`src/design/fdtp_pkg.sv`:
```
package fdtp_pkg;

   // Structure block tokens, host byte order
   localparam logic [31:0] TOK_BEGIN_NODE = 32'h0000_0001;
   localparam logic [31:0] TOK_END_NODE   = 32'h0000_0002;
   localparam logic [31:0] TOK_PROP       = 32'h0000_0003;
   localparam logic [31:0] TOK_NOP        = 32'h0000_0004;
   localparam logic [31:0] TOK_END        = 32'h0000_0009;

   localparam int          MAX_DEPTH_DEFAULT = 15;
   localparam logic [23:0] LIMIT_RESET       = 24'hFF_FFFF;

   typedef enum logic [2:0] {
      PH_TOKEN   = 3'd0,
      PH_NAME    = 3'd1,
      PH_LEN     = 3'd2,
      PH_NAMEOFF = 3'd3,
      PH_DATA    = 3'd4
   } phase_type;

   typedef enum logic [3:0] {
      K_BEGIN   = 4'd0,
      K_NAME    = 4'd1,
      K_ENDNODE = 4'd2,
      K_PROP    = 4'd3,
      K_LENGTH  = 4'd4,
      K_NAMEOFF = 4'd5,
      K_DATA    = 4'd6,
      K_NOP     = 4'd7,
      K_END     = 4'd8,
      K_ERROR   = 4'd9,
      K_IGNORED = 4'd10
   } kind_type;

   typedef struct packed {
      phase_type   phase;
      logic [31:0] bytes_left;
      logic [3:0]  nesting;
      logic [23:0] words_seen;
      logic [31:0] held_length;
      logic [31:0] held_offset;
      logic        stopped;
   } parse_state_type;

   typedef struct packed {
      kind_type    kind;
      logic [3:0]  depth;
      logic [31:0] prop_length;
      logic [31:0] name_offset;
      logic [31:0] value_word;
      logic [2:0]  valid_bytes;
      logic        last;
   } result_type;

   function automatic logic [31:0] swap32(input logic [31:0] w);
      return {w[7:0], w[15:8], w[23:16], w[31:24]};
   endfunction

endpackage

```
`src/design/fdtp_step.sv`:
```
module fdtp_step
   import fdtp_pkg::*;
#(
   parameter int MAX_DEPTH = MAX_DEPTH_DEFAULT
) (
   input  parse_state_type state_i,
   input  logic [31:0]     raw_word_i,
   input  logic            restart_i,
   input  logic [23:0]     limit_i,
   output parse_state_type state_o,
   output result_type      result_o
);

   localparam logic [3:0] DepthCap = (MAX_DEPTH < 15) ? 4'(MAX_DEPTH) : 4'd15;

   parse_state_type cur;
   parse_state_type nxt;
   logic [31:0]     w;
   kind_type        kind;
   logic [2:0]      valid;
   logic [2:0]      name_len;
   logic            last;

   assign w = swap32(raw_word_i);

   // Count name characters ahead of the first zero byte
   always_comb begin
      if (w[31:24] == 8'd0) begin
         name_len = 3'd0;
      end else if (w[23:16] == 8'd0) begin
         name_len = 3'd1;
      end else if (w[15:8] == 8'd0) begin
         name_len = 3'd2;
      end else if (w[7:0] == 8'd0) begin
         name_len = 3'd3;
      end else begin
         name_len = 3'd4;
      end
   end

   always_comb begin
      cur = state_i;
      if (restart_i) begin
         cur.phase       = PH_TOKEN;
         cur.bytes_left  = '0;
         cur.nesting     = '0;
         cur.words_seen  = '0;
         cur.held_length = '0;
         cur.held_offset = '0;
         cur.stopped     = 1'b0;
      end
      nxt   = cur;
      kind  = K_IGNORED;
      valid = 3'd0;
      last  = 1'b0;
      if (!cur.stopped && (cur.words_seen < limit_i)) begin
         nxt.words_seen = cur.words_seen + 24'd1;
         case (cur.phase)
            PH_NAME: begin
               kind  = K_NAME;
               valid = name_len;
               if (name_len != 3'd4) begin
                  last      = 1'b1;
                  nxt.phase = PH_TOKEN;
               end
            end
            PH_LEN: begin
               kind            = K_LENGTH;
               nxt.held_length = w;
               nxt.phase       = PH_NAMEOFF;
            end
            PH_NAMEOFF: begin
               kind            = K_NAMEOFF;
               nxt.held_offset = w;
               nxt.bytes_left  = cur.held_length;
               nxt.phase       = (cur.held_length == 32'd0) ? PH_TOKEN : PH_DATA;
            end
            PH_DATA: begin
               kind           = K_DATA;
               valid          = (cur.bytes_left < 32'd4) ? cur.bytes_left[2:0] : 3'd4;
               nxt.bytes_left = cur.bytes_left - {29'd0, valid};
               if (cur.bytes_left <= 32'd4) begin
                  last      = 1'b1;
                  nxt.phase = PH_TOKEN;
               end
            end
            default: begin
               nxt.phase = PH_TOKEN;
               case (w)
                  TOK_BEGIN_NODE: begin
                     kind      = K_BEGIN;
                     nxt.phase = PH_NAME;
                     if (cur.nesting < DepthCap) begin
                        nxt.nesting = cur.nesting + 4'd1;
                     end
                  end
                  TOK_END_NODE: begin
                     if (cur.nesting == 4'd0) begin
                        kind        = K_ERROR;
                        nxt.stopped = 1'b1;
                     end else begin
                        kind        = K_ENDNODE;
                        nxt.nesting = cur.nesting - 4'd1;
                     end
                  end
                  TOK_PROP: begin
                     kind      = K_PROP;
                     nxt.phase = PH_LEN;
                  end
                  TOK_NOP: begin
                     kind = K_NOP;
                  end
                  TOK_END: begin
                     kind        = K_END;
                     nxt.stopped = 1'b1;
                  end
                  default: begin
                     kind        = K_ERROR;
                     nxt.stopped = 1'b1;
                  end
               endcase
            end
         endcase
      end
   end

   assign state_o              = nxt;
   assign result_o.kind        = kind;
   assign result_o.depth       = nxt.nesting;
   assign result_o.prop_length = nxt.held_length;
   assign result_o.name_offset = nxt.held_offset;
   assign result_o.value_word  = w;
   assign result_o.valid_bytes = valid;
   assign result_o.last        = last;

endmodule

```
`src/design/fdt_structure_token_parser.sv`:
```
// Flattened device tree structure block parser. Feed the structure block one raw
// big-endian memory word per transaction; each word yields exactly one result
// transaction carrying the byte-swapped word, its classification (begin-node,
// name, end-node, prop, length, name offset, data, nop, end, error, ignored),
// the nesting depth after the word, the held length and name offset of the
// current property, and for name and data words the count of meaningful bytes
// and a last flag. Set req_restart on the first word of a new block. After an
// end token, an error, or once csr_wr_data's limit of words has been examined,
// words come back as ignored until the next restart. One word is taken every
// cycle: the whole classification and state update sits between the parse
// state registers and the single result register, and input is stalled only
// while that result register is full and its consumer stalls.
// Write the limit register only while the block is idle.
module fdt_structure_token_parser
   import fdtp_pkg::*;
#(
   parameter int MAX_DEPTH = MAX_DEPTH_DEFAULT
) (
   input  logic        clock,
   input  logic        reset,
   // input word channel
   input  logic        req_valid,
   output logic        req_stall,
   input  logic [31:0] req_raw_word,
   input  logic        req_restart,
   // result channel
   output logic        rsp_valid,
   input  logic        rsp_stall,
   output logic [3:0]  rsp_kind,
   output logic [3:0]  rsp_depth,
   output logic [31:0] rsp_prop_length,
   output logic [31:0] rsp_name_offset,
   output logic [31:0] rsp_value_word,
   output logic [2:0]  rsp_valid_bytes,
   output logic        rsp_last,
   // limit register
   input  logic        csr_wr_en,
   input  logic [23:0] csr_wr_data
);

   parse_state_type state_ff;
   parse_state_type state_in;
   result_type      result_ff;
   result_type      result_in;
   logic            rsp_valid_ff;
   logic            rsp_valid_in;
   logic [23:0]     limit_ff;
   logic            req_take;

   // Hold input while a finished result is still waiting downstream
   assign req_stall = rsp_valid_ff && rsp_stall;
   assign req_take  = req_valid && !req_stall;

   fdtp_step #(
      .MAX_DEPTH (MAX_DEPTH)
   ) u_step (
      .state_i    (state_ff),
      .raw_word_i (req_raw_word),
      .restart_i  (req_restart),
      .limit_i    (limit_ff),
      .state_o    (state_in),
      .result_o   (result_in)
   );

   // Result register fills on each accepted word, drains when taken
   always_comb begin
      rsp_valid_in = rsp_valid_ff;
      if (req_take) begin
         rsp_valid_in = 1'b1;
      end else if (rsp_valid_ff && !rsp_stall) begin
         rsp_valid_in = 1'b0;
      end
   end

   always_ff @(posedge clock) begin
      if (reset) begin
         rsp_valid_ff         <= 1'b0;
         limit_ff             <= LIMIT_RESET;
         state_ff.phase       <= PH_TOKEN;
         state_ff.bytes_left  <= '0;
         state_ff.nesting     <= '0;
         state_ff.words_seen  <= '0;
         state_ff.held_length <= '0;
         state_ff.held_offset <= '0;
         state_ff.stopped     <= 1'b0;
      end else begin
         rsp_valid_ff <= rsp_valid_in;
         if (csr_wr_en) begin
            limit_ff <= csr_wr_data;
         end
         if (req_take) begin
            state_ff <= state_in;
         end
      end
   end

   // Payload register: no reset needed
   always_ff @(posedge clock) begin
      if (req_take) begin
         result_ff <= result_in;
      end
   end

   assign rsp_valid       = rsp_valid_ff;
   assign rsp_kind        = result_ff.kind;
   assign rsp_depth       = result_ff.depth;
   assign rsp_prop_length = result_ff.prop_length;
   assign rsp_name_offset = result_ff.name_offset;
   assign rsp_value_word  = result_ff.value_word;
   assign rsp_valid_bytes = result_ff.valid_bytes;
   assign rsp_last        = result_ff.last;

`ifndef SYNTH
   // A stopped parser reports ignored unless restarted
   a_stopped_ignored : assert property (@(posedge clock) disable iff (reset)
      (req_take && state_ff.stopped && !req_restart) |=> (rsp_kind == K_IGNORED))
      else $error("stopped parser did not report ignored");

   // Byte counts and last flag belong to name and data words only
   a_bytes_kind : assert property (@(posedge clock) disable iff (reset)
      (rsp_valid && (rsp_valid_bytes != 3'd0 || rsp_last)) |->
         (rsp_kind == K_NAME || rsp_kind == K_DATA))
      else $error("byte count or last on a non-payload word");

   // Depth never passes the cap
   a_depth_cap : assert property (@(posedge clock) disable iff (reset)
      (state_ff.nesting <= 4'd15) && (MAX_DEPTH >= 15 || state_ff.nesting <= 4'(MAX_DEPTH)))
      else $error("nesting depth above cap");

   // Input stalls only behind a full, stalled result register
   a_stall_cause : assert property (@(posedge clock) disable iff (reset)
      req_stall |-> (rsp_valid && rsp_stall))
      else $error("input stalled without back-pressure");

   // Data words never exceed four meaningful bytes
   a_data_bytes : assert property (@(posedge clock) disable iff (reset)
      req_take && state_ff.phase == PH_DATA && !state_ff.stopped && !req_restart &&
         state_ff.words_seen < limit_ff |=> (rsp_valid_bytes != 3'd0 && rsp_valid_bytes <= 3'd4))
      else $error("bad data byte count");
`endif

endmodule

```
`config.mk`:
```
export PLATFORM = sky130hd
export DESIGN_NAME = fdt_structure_token_parser
export DESIGN_NICKNAME = d
export VERILOG_FILES = /design/src/design/fdtp_pkg.sv /design/src/design/fdtp_step.sv /design/src/design/fdt_structure_token_parser.sv
export SDC_FILE = /design/constraint.sdc
export NUM_CORES = 1
export LEC_CHECK = 0
export BUFFER_PORTS_ARGS = -buffer_cell sky130_fd_sc_hd__buf_2
export CORE_AREA = 10 10 175 177
export DETAILED_ROUTE_END_ITERATION = 7
export DIE_AREA = 0 0 185 187
export PLACE_DENSITY = 0.73
export SYNTH_ARGS = -nofsm -noshare
export SYNTH_HDL_FRONTEND = slang
export SYNTH_SLANG_ARGS = --single-unit
```
`constraint.sdc`:
```
create_clock -name clock -period 6.7 [get_ports clock]
set_input_delay 0.335 -clock clock [delete_from_list [all_inputs] [get_ports clock]]
set_output_delay 0.335 -clock clock [all_outputs]
set_load 0.1 [all_outputs]
```
# Yosys cells after proc, flatten, opt, wreduce, memory -nomap -nowiden

Index checks and enable logic that the tools add are counted.

Add/subtract/negate cells: 4
Magnitude comparators: 4
Eq/ne operators: 10
Muxes and demuxes: 31
Reduce and logical (&&, ||, !) cells: 16

Operators by type and width:

| kind                                                             | count |
|---|---|
| 2-to-1 mux 128 bit                                               | 2 |
| equality test 32 x 2 -> 1 bit (second input constant)            | 2 |
| 2-to-1 mux 32 bit                                                | 2 |
| one-hot mux 32 bit (2 select lines)                              | 1 |
| equality test 32 x 1 -> 1 bit (second input constant)            | 1 |
| equality test 32 x 3 -> 1 bit (second input constant)            | 1 |
| equality test 32 x 4 -> 1 bit (second input constant)            | 1 |
| less-or-equal comparator 32 x 3 -> 1 bit (second input constant) | 1 |
| logical NOT 32 bit                                               | 1 |
| logical NOT 8 bit                                                | 4 |
| < comparator 32 x 3 -> 1 bit (second input constant)             | 1 |
| subtractor 32 x 3 -> 32 bit                                      | 1 |
| adder 24 x 1 -> 24 bit (second input constant)                   | 1 |
| < comparator 24 bit                                              | 1 |
| 2-to-1 mux 3 bit                                                 | 8 |
| one-hot mux 4 bit (5 select lines)                               | 1 |
| 2-to-1 mux 4 bit                                                 | 4 |
| one-hot mux 4 bit (4 select lines)                               | 1 |
| one-hot mux 3 bit (4 select lines)                               | 1 |
| one-hot mux 4 bit (2 select lines)                               | 1 |
| equality test 3 x 2 -> 1 bit (second input constant)             | 2 |
| 2-to-1 mux 1 bit                                                 | 6 |
| one-hot mux 3 bit (2 select lines)                               | 1 |
| adder 4 x 1 -> 4 bit (second input constant)                     | 1 |
| 13 further kinds                                                 | 19 |

Flip-flop bits (word level): 261
Input bits: 62
Output and inout bits: 110
Word-level logic and storage cells: 81

# Depth between registers and ports, before layout

Depth after elaboration: 9
Depth in mapped cells: 17
Mapped depth without buffers: 10

# Modules after synthesis

From an unflattened synthesis, not the netlist that was laid out.

Cell total of the unflattened synthesis: 1623
Area, all modules: 15523.6 um^2

By module, submodules not included:

| module                     | times used | cells each | area each (um^2) | sequential area each (um^2) |
|---|---|---|---|---|
| fdt_structure_token_parser | 1          | 747        | 9979.6           | 6306.0 |
| fdtp_step                  | 1          | 876        | 5544.1           | 0.0 |

# Worst setup path after synthesis

Ideal clock, no wire load.

Path type: reg2reg
Start point: register rsp_valid_ff, in the netlist rsp_valid
End point: register state_ff[100] (netlist bit)
Setup time: 93 ps
Arrival: 5102 ps
Required time: 6607 ps
Slack: 1505 ps
Stages on the path, launching flop included: 8
Path buffers: 2
Period minus slack after synthesis: 5195 ps
Cell sequence: dfxtp_1 -> nand2_1 -> nand2_1 -> inv_1 -> clkbuf_1 -> buf_1 -> a41oi_1 -> o211ai_1

Cells in the longest elaborated chain, start to end: 3

Ends and longest elaborated chain:

| what                   | RTL line                         | text |
|---|---|---|
| from (decl)            | fdt_structure_token_parser.sv:45 | `logic rsp_valid_ff;` |
| from (signal assigned) | fdt_structure_token_parser.sv:87 | `rsp_valid_ff <= rsp_valid_in;` |
| logical AND 1 bit      | fdt_structure_token_parser.sv:51 | `assign req_stall = rsp_valid_ff && rsp_stall;` |
| logical NOT 1 bit      | fdt_structure_token_parser.sv:52 | `assign req_take = req_valid && !req_stall;` |
| logical AND 1 bit      | fdt_structure_token_parser.sv:52 |  |
| net req_take           | fdt_structure_token_parser.sv:48 | `logic req_take;` |
| to (signal assigned)   | fdt_structure_token_parser.sv:92 | `state_ff <= state_in;` |
| to (decl)              | fdt_structure_token_parser.sv:41 | `parse_state_type state_ff;` |

The timed path passes the listed nets, and every way through them passes these cells.
A chain may end at the register's enable or synchronous reset.

# Worst setup path after layout

Start point: register state_ff[84] (netlist bit)
End point: register state_ff[125] (netlist bit)

Cells in the longest elaborated chain, start to end: 4

Ends and longest elaborated chain:

| what                | RTL line        | text |
|---|---|---|
| 2-to-1 mux 128 bit  | fdtp_step.sv:43 | `if (restart_i) begin` |
| < comparator 24 bit | fdtp_step.sv:56 | `if (!cur.stopped && (cur.words_seen < limit_i)) begin` |
| logical AND 1 bit   | fdtp_step.sv:56 |  |
| 2-to-1 mux 128 bit  | fdtp_step.sv:56 |  |

No other way between the ends.

==> metrics <==
Max-slew headroom 18.1%; Routed WL 34,200 um; Syn Inst Count 1,275; post-synth top area cell edfxtp_1; dpl hpwl 22,800 um; layout cells sized above 1 17.7%; antenna cells 0; Die W 185 um; hold_ws 0.0144 ns; DRT met1 WL 15,000 um; Layout area overhead 18.9%; reg2reg setup slack 2.71 ns; Synthesized Nets 1,363; Worst Hold Launch csr_wr_data[20]; Starting Density 44.2%; Core Region 27,300 sq um; Most used DFF post-synth dfxtp_1; CP Capture Type flop; Crit Path Category reg -> reg; Syn Area/Cell 9.47 sq um; Yosys top cell area share 26.9%; clk_lat worst skew 0.57 ns; worst-path maximum fanout 17; Nets 1,515; vias in the first global route 10.0k; unrepaired setup endpoints after global routing false; r2r endpoint state_ff[125]$_SDFFE_PP0P_; Layout Utilization 52.5%; Tightest Hold Check Type in -> reg; Worst Path Required 7.20 ns; maximum root-to-sink buffer count 3; worst slack, placed 2.20 ns; setup bufs post-CTS 0; post_cts resized 0; row cnt 61; vias per cell 5.75; Peak VDD IR 0.210 mV; CP Launch Type flop; most common cell in the synthesized netlist nand2_1; Final setup violation count 0; DRT Pass-1 Iters 5; initial antenna violation count 0; slowest stage cell, crit path nor2_1; Final Hold Fails 0; wire length on met3 2310 um; maxcap violations 0; highest clock rate 0.250 GHz; Clock Skews 0.0219 ns; global route total overflow 0; post-synth cell types 77; DR DRC count 0; Reg-to-Reg Start state_ff[84]$_SDFFE_PP0P_; clk sinks 261; GRT Resource Usage Total 19.3%; Synth top cells by count nand2_1, dfxtp_1, edfxtp_1; DR top layer met4; Final ANT Viol Nets 0; number of CTS-inserted buffers 28; total negative slack 0 ns; DR vias 10.3k; Min-Delay Endpoint limit_ff[20]$_SDFFE_PP1P_; WL/cell 19.1 um; CP arrival 4.49 ns; Post-synth ARST share 0%; Power Density 264 nW/um^2; EDFF count, synth 108; Final period util 59.6%; outcome finished clean; leading post-synthesis cells by cell area edfxtp_1, dfxtp_1, nand2_1, a22o_1, o21ai_0; #FFs+latches synth 261; slew at the pin closest to its max-slew limit 1.22 ns; Ports 172; r2r worst-path depth 9; CP cell instances nor2b_1, ha_1, and3_1, a221oi_1, o221ai_2, nor2_1, nand2_1, a2111oi_0, o211a_1; final worst setup slack 2.71 ns; sequential share of the synthesized area 52.2%; drt initial violations 886; met2 wire len 16,200 um; Clock Pin Slew Worst Setup and Hold Paths 0.06 ns; Final Max Tran Viols 0; first-pass GRT wire length 54,900 um; hold_buf cts 17; die area 34,600 sq um; pin count of the biggest net entering global routing 85; Netlist Area Pre-Place 12,100 sq um; min cycle time layout 3.99 ns; Port Buffer Count 171; CTS tree yes; CTS root buf clkbuf_16; Yosys warning total 0; die height 187 um; # H-tree levels 1; CP max stage delay 1.02 ns; Leak 5.65 nW; Hold Path Depth 3; RD Place Congestion 0.918
[state kept, by name, summed over array words and instances (netlist names)]
| register | count |
|---|---|
| limit_ff | 24 |
| rsp_depth | 4 |
| rsp_kind | 4 |
| rsp_last | 1 |
| rsp_name_offset | 32 |
| rsp_prop_length | 32 |
| rsp_valid | 1 |
| rsp_valid_bytes | 3 |
| rsp_value_word | 32 |
| state_ff | 128 |
[per-stage QoR]
stage	power, mW	area [sq um]	cells
floorplan	2.10	12100	1275
global placement	2.20	13200	1726
detailed placement	2.21	13200	1726
CTS	3.83	14400	1795
global route	3.92	14400	1795
finish	3.79	14400	1795
[power breakdown]
part	total, mW	switching (mW)	internal, mW	leakage, nW
registers	1.72	0.0151	1.70	2.31
clock network	1.61	0.648	0.965	0.485
logic	0.462	0.389	0.0725	2.85
total	3.79	1.05	2.74	5.65
[routing by layer]
| layer | track usage [%] | vias to the layer above |
|---|---|---|
| met5 | 0 | - |
| met1 | 25.6 | 4952 |
| li1 | - | 4996 |
| met3 | 3.79 | 53 |
| met4 | 5.13 | 0 |
| met2 | 31.5 | 322 |
[cell usage in the layout (no fill, tap or decap), types with 7 or more instances in the layout]
cell,Yosys,layout
nand2_1,247,247
buf_2,11,171
dfxtp_1,153,153
edfxtp_1,108,108
o21ai_0,83,83
a22o_1,67,67
nor2_1,67,66
a21oi_1,44,42
inv_1,41,39
o211ai_1,34,34
nand3_1,30,30
clkbuf_16,0,30
nor4_1,29,29
nor2b_1,28,28
ha_1,26,26
nand4_1,24,24
nor3_1,25,22
xnor2_1,17,17
dlygate4sd3_1,0,17
a31oi_1,15,15
buf_4,0,15
and3_1,12,12
nand2b_1,7,7
o22ai_1,7,7
a22oi_1,7,7
a221o_1,7,7
clkbuf_1,62,7
[how the worst max path moves through the flow]
stage                         startpoint                    endpoint  slack, ns  cells past startpoint
6_report       state_ff[84]$_SDFFE_PP0P_  state_ff[125]$_SDFFE_PP0P_       2.71                      9
4_1_cts                      req_restart  state_ff[103]$_SDFFE_PP0P_       2.78                     12
5_1_grt        state_ff[84]$_SDFFE_PP0P_  state_ff[125]$_SDFFE_PP0P_       2.32                      9
3_3_place_gp                 req_restart  state_ff[103]$_SDFFE_PP0P_       2.34                     12
3_5_place_dp                 req_restart  state_ff[116]$_SDFFE_PP0P_       2.20                     12
2_1_floorplan     rsp_valid$_SDFFE_PP0P_  state_ff[100]$_SDFFE_PP0P_       1.50                      7
[cell type report]
class | count | area (sq um)
clock inverters | 9 | 124
well taps | 346 | 433
flip-flops and latches | 261 | 6310
repair buffers | 203 | 1140
inverters | 41 | 156
clock buffers | 43 | 860
fillers | 2488 | 13000
multi-input cells | 892 | 5340
[cells by family after synthesis]
| logic type | Yosys count | share of synthesized area, % |
|---|---|---|
| xor gates and xnor gates | 21 | 1.52 |
| muxes | 2 | 0.166 |
| adders and majority gates | 26 | 2.69 |
| AOI/OAI and AO/OA | 339 | 19.8 |
| and+or+nand+nor | 504 | 19.7 |
| buffers and inverters | 122 | 3.91 |
| DFF | 261 | 52.2 |
[worst max-delay path, delay by kind of cell, from the launching register on]
| family | cells | cell delay, ns |
|---|---|---|
| fa+ha+maj | 1 | 0.26 |
| flops | 1 | 0.38 |
| compound gates | 4 | 1.49 |
| simple gates | 4 | 1.80 |
No activity file was read; power rests on OpenSTA's default activity.
